--- src/cdrs_pkg.sv ---
// Shared types and constants for the circular deque rotate and search core.
package cdrs_pkg;

    // Default sizes of the deque.
    localparam int DEPTH_DEF      = 64;
    localparam int DATA_WIDTH_DEF = 32;

    // Fixed widths of the port fields.
    localparam int MODE_W  = 3;
    localparam int VALUE_W = 32;
    localparam int POS_W   = 6;
    localparam int STAT_W  = 2;
    localparam int COUNT_W = 7;

    // Operation codes carried by the mode field.
    typedef enum logic [MODE_W-1:0] {
        MODE_PUSH = 3'd0,
        MODE_POP  = 3'd1,
        MODE_FIND = 3'd2,
        MODE_ROTL = 3'd3,
        MODE_ROTR = 3'd4
    } t_mode;

    // Status codes returned with every result word.
    typedef enum logic [STAT_W-1:0] {
        ST_OK       = 2'd0,
        ST_FULL     = 2'd1,
        ST_EMPTY    = 2'd2,
        ST_NOTFOUND = 2'd3
    } t_status;

    // Per-cell update selection.
    typedef enum logic [1:0] {
        CELL_HOLD = 2'd0,
        CELL_LOAD = 2'd1,
        CELL_SHL  = 2'd2,
        CELL_SHR  = 2'd3
    } t_cell_op;

    // Control handed to every cell of the chain.
    typedef struct packed {
        t_cell_op op;
        logic     cmp_en;
    } t_cell_ctl;

endpackage

--- src/cdrs_cell.sv ---
// One storage cell of the deque chain: holds one word and compares it with the search key.
module cdrs_cell #(
    parameter int DATA_WIDTH = cdrs_pkg::DATA_WIDTH_DEF
) (
    input  logic                  i_clk,
    input  cdrs_pkg::t_cell_ctl   i_ctl,
    input  logic [DATA_WIDTH-1:0] i_left,
    input  logic [DATA_WIDTH-1:0] i_right,
    input  logic [DATA_WIDTH-1:0] i_load,
    input  logic [DATA_WIDTH-1:0] i_key,
    input  logic                  i_live,
    output logic [DATA_WIDTH-1:0] o_data,
    output logic                  o_hit
);

    logic [DATA_WIDTH-1:0] r_data;
    logic [DATA_WIDTH-1:0] n_data;
    logic                  r_hit;

    // Select the next word: keep it, take the broadcast word, or take a neighbor's word.
    always_comb begin
        case (i_ctl.op)
            cdrs_pkg::CELL_HOLD: n_data = r_data;
            cdrs_pkg::CELL_LOAD: n_data = i_load;
            cdrs_pkg::CELL_SHL:  n_data = i_right;
            cdrs_pkg::CELL_SHR:  n_data = i_left;
            default:             n_data = r_data;
        endcase
    end

    // The word and the match flag are payload and need no reset.
    always_ff @(posedge i_clk) begin
        r_data <= n_data;
        if (i_ctl.cmp_en) begin
            r_hit <= i_live && (r_data == i_key);
        end
    end

    assign o_data = r_data;
    assign o_hit  = r_hit;

endmodule

--- config.mk ---
export PLATFORM = sky130hd
export DESIGN_NAME = cdrs_cell
export DESIGN_NICKNAME = d
export VERILOG_FILES = /design/src/cdrs_pkg.sv /design/src/cdrs_cell.sv
export SDC_FILE = /design/constraint.sdc
export NUM_CORES = 1
export LEC_CHECK = 0
export BUFFER_PORTS_ARGS = -buffer_cell sky130_fd_sc_hd__buf_2
export CORE_MARGIN = 5
export CORE_UTILIZATION = 40
export DETAILED_ROUTE_END_ITERATION = 6
export PLACE_DENSITY = 0.8
export SYNTH_ARGS = -nofsm -noshare
export SYNTH_HDL_FRONTEND = slang
export SYNTH_SLANG_ARGS = --single-unit
--- constraint.sdc ---
create_clock -name i_clk -period 2.4 [get_ports i_clk]
set_input_delay 0.48 -clock i_clk [delete_from_list [all_inputs] [get_ports i_clk]]
set_output_delay 0.48 -clock i_clk [all_outputs]
set_load 0.005 [all_outputs]
Yosys cells after proc, flatten, opt, wreduce, memory -nomap -nowiden
Index checks and enable logic that the tools add are counted.
- flip-flop bits (word level): 33
- input bits: 133
- output and inout port bits: 33
- logic and storage cells: 9
- equality and inequality tests: 4
- multiplexer cells: 1
- reduce and logical (&&, ||, !) cells: 2
- operators by type and width (kind ; number):
    $pmux 32 s3 ; 1
    $eq 32x32->1 ; 1
    $eq 2x2->1 const B ; 2
    $eq 2x1->1 const B ; 1
    $logic_not 2->1 ; 1
    $logic_and 1x1->1 ; 1

Longest topological paths before layout
- depth in word-level cells: 2
- gate-level depth with buffers: 4
- mapped depth without buffers: 4

Worst setup path after synthesis
OpenSTA, ideal clock, no wires.
- path type: input-to-reg
- start point: in i_ctl[1] (netlist name)
- end point: reg r_data[0] (netlist: o_data[0]) (enable)
- arrival: 1.322 ns
- required time: 2.025 ns
- setup slack: 0.703 ns
- stages: 3
- path through: buf_2 buf_4 or2_2
- longest elaborated chain between the ends: 1
- RTL lines (element ; line ; source):
    from (decl) ; cdrs_cell.sv:6 ; input cdrs_pkg::t_cell_ctl i_ctl,
    $logic_not 2->1 ; cdrs_cell.sv:22 ; case (i_ctl.op)
    to (signal assigned) ; cdrs_cell.sv:33 ; r_data <= n_data;
    to (decl) ; cdrs_cell.sv:16 ; logic [DATA_WIDTH-1:0] r_data;
No other way between the ends.
A chain may end at the register's enable or synchronous reset.

Final worst setup path
- start point: reg r_data[17] (netlist: o_data[17])
- end point: reg r_hit (netlist: o_hit) (data pin)
- longest elaborated chain between the ends: 2
- RTL lines (element ; line ; source):
    $eq 32x32->1 ; cdrs_cell.sv:35 ; r_hit <= i_live && (r_data == i_key);
    $logic_and 1x1->1 ; cdrs_cell.sv:35 ;
    to (signal assigned) ; cdrs_cell.sv:35 ;
    to (decl) ; cdrs_cell.sv:18 ; logic r_hit;
No other way between the ends.

==> results.json <==
{
  "outcome": "complete, no violations",
  "die_y_um": 80.86,
  "die_x_um": 80.86,
  "routedWlPerCell_um": 14.49,
  "crit_type": "reg2reg",
  "totalWireLength_mm": 6.028,
  "cts_buffers": 5,
  "fin_nets": 482,
  "setup-violations-final": 0,
  "viasPerCell": 4.719,
  "antenna_left": 0,
  "fin_cells": 416,
  "ys_warn_count": 0,
  "p_int_mw": 1.114,
  "synth-xor-area-share_pct": 13.96,
  "clock_path_buffers": 2,
  "whs_ps": 414.0,
  "ys_seq_elements": 33,
  "grt_pass1_wl_mm": 8.928,
  "finalPower_mw": 1.517,
  "postCtsHoldBufs": 0,
  "clk-insertion-delay-late_ps": 280,
  "syn_to_final_growth_pct": 47.48,
  "synth_compound_area_share_pct": 7.975,
  "setup_tns_ps": 0,
  "ctsHtreeMaxLevel": 2,
  "endpoint_kind": "flip-flop",
  "grt_pass1_vias": 1985,
  "fillers": 407,
  "drive_gt1_share_pct": 50.14,
  "first_pass_iters": 4,
  "hold_violations": 0,
  "ys_seq_area_share_pct": 49.35,
  "cp-start-kind": "flip-flop",
  "synth_fa_ha_area_share_pct": 0,
  "p_clk_share_pct": 25.3,
  "drv_slew": 0,
  "post-route-period-util_pct": 68.08,
  "ios": 166,
  "slowest_stage": "nor4_1",
  "cts.sinks": 33,
  "synth_cell_types": 16,
  "synthesis.area_um2": 2008,
  "core-area_um2": 4786,
  "grt_remaining_overflow": 0,
  "layout_setup_ws_ps": 766.0,
  "swShare_pct": 26.60,
  "antenna_found_initial": 0,
  "path_cells": "xor2_1 > nor4_1 > nand4_1 > nor3_2",
  "ff_latch_area_um2": 991.0,
  "reg2reg_from": "o_data[17]",
  "cp-startpoint": "o_data[17]",
  "cts_tree": "done",
  "p_leak_nw": 1.467,
  "grt_use_total_pct": 17.86,
  "crit_buf_inv": 0,
  "grt_max_degree": 65,
  "cp.required_ps": 2520,
  "slew_headroom_pct": 50.40,
  "worst_path_largest_cell_delay_ps": 520,
  "std_cell_rows": 25,
  "reg2reg_to": "o_hit",
  "whs_endpoint": "o_hit",
  "drc": 0,
  "avgSynthCellArea_um2": 10.86,
  "maxCapViolations": 0,
  "hold_path_class": "in2reg",
  "worstHoldPathCells": 1,
  "synth_cells": 185,
  "p_sw_uw": 403.6,
  "power.share.sequential_pct": 50.0,
  "dpl.hpwl_mm": 5.025,
  "reg2regPathDepth": 4,
  "synthSimpleGateAreaFrac_pct": 10.03,
  "fin_util_pct": 61.88,
  "gp_congestion": 0.8013,
  "synthTopCellsByArea": "edfxtp_1 49%, mux2i_1 16%, xor2_1 14%",
  "synth_top_family_by_area": "multiplexers",
  "drt_iter0_drc": 61,
  "arrival_ps": 1760,
  "diodes": 0,
  "grt_setup_unrepaired": "false",
  "fin_skew_ps": 5.390,
  "cts_resized": 0,
  "die_area_um2": 6538,
  "multiInputGateArea_um2": 962.2,
  "vias": 1963,
  "ir_worst_vdd_mv": 0.3143,
  "cts.clk_slew.worst_paths_ps": 60,
  "cts_root_buf": "clkbuf_8",
  "fin_area_um2": 2962,
  "syn-num-nets": 318,
  "port_buffers": 165,
  "synth.area.mux_share_pct": 15.95,
  "combPwrFrac_pct": 24.7,
  "min_from": "i_ctl[0]",
  "worst_path_dominant_cell_family": "simple AND/OR/NAND/NOR gates",
  "initial_core_util_pct": 41.96,
  "synth_top_area_share_pct": 49.35,
  "post_cts_buffers": 0,
  "ff2ff_setup_slack_ps": 770,
  "place_ws_ps": 553.3,
  "crit_fanout": 2,
  "synth_largest_area_cell": "edfxtp_1",
  "place_area_um2": 2885,
  "worst_slew_pin_slew_ps": 744.0,
  "cellPowerDensity_nw_per_um2": 512.3,
  "fmax_ghz": 0.6120,
  "fin_crit_ps": 1634,
  "placed_cells": 409
}
==> flip-flops by register name (all words and copies together), names as in the netlist <==
| signal | cells |
|---|---|
| o_hit | 1 |
| o_data | 32 |
==> synthesized netlist by cell type <==
library cell  count
a21oi_1          32
buf_1             2
buf_2             2
buf_4             3
clkbuf_1          4
edfxtp_1         33
mux2i_1          32
nand3_1           2
nand4_1           1
nor2_1           32
nor3_1            1
nor3_2            1
nor4_1            7
or2_2             1
xnor2_1           1
xor2_1           31
==> cells in the final DEF (no fill, tap or decap) <==
cell type / instances
nor3_1: 1
mux2i_1: 32
buf_2: 165
clkinv_1: 1
nor2_1: 32
nor4_1: 7
nand4_1: 1
nor3_2: 1
xor2_1: 31
clkbuf_8: 5
nand3_1: 2
or2_2: 1
buf_4: 3
clkbuf_1: 1
a21oi_1: 32
edfxtp_1: 33
xnor2_1: 1
==> layer usage <==
metal	GRT usage, %	vias up	wire length (um)
li1	-	992	-
met1	19.44	875	2218
met2	34.48	89	3242
met3	4.656	7	517
met4	3.547	0	48
met5	0	-	0
==> logic make-up (layout without fill, tap and decap cells) <==
| kind of cell | Yosys count | after routing |
|---|---|---|
| compound gates | 32 | 32 |
| xor+xnor | 32 | 32 |
| buf+inv | 11 | 175 |
| flops | 33 | 33 |
| mux | 32 | 32 |
| simple gates | 45 | 45 |
==> power by group through the flow <==
stage	combinational (mW)	clock, mW	sequential, mW
after floorplan	0.162	0	0.775
after detailed placement	0.378	0	0.772
after CTS	0.381	0.391	0.760
final	0.374	0.385	0.758
after global placement	0.368	0	0.768
after global routing	0.416	0.415	0.768
==> area by class of cell <==
type | instances | share of cell area [%]
clock inverter | 1 | 0.1267
clock buffer | 6 | 2.450
tap | 67 | 2.831
multi-input combinational | 141 | 32.49
sequential | 33 | 33.46
timing repair buffer | 168 | 28.64
==> worst register-to-register path, stage by stage, from the launching register on <==
cell,delay [ps]
edfxtp_1,410
xor2_1,160
nor4_1,520
nand4_1,190
nor3_2,200
==> worst max-delay path by stage <==
stage	depth (start not counted)	slack, ps	endpoint
final	4	770	o_hit
after global routing	4	620	o_hit
after CTS	4	720	o_hit
after detailed placement	5	550	o_hit
after global placement	5	610	o_hit
after floorplan	3	700	o_data[0]
Note: power is estimated with default switching activity, not from simulation.
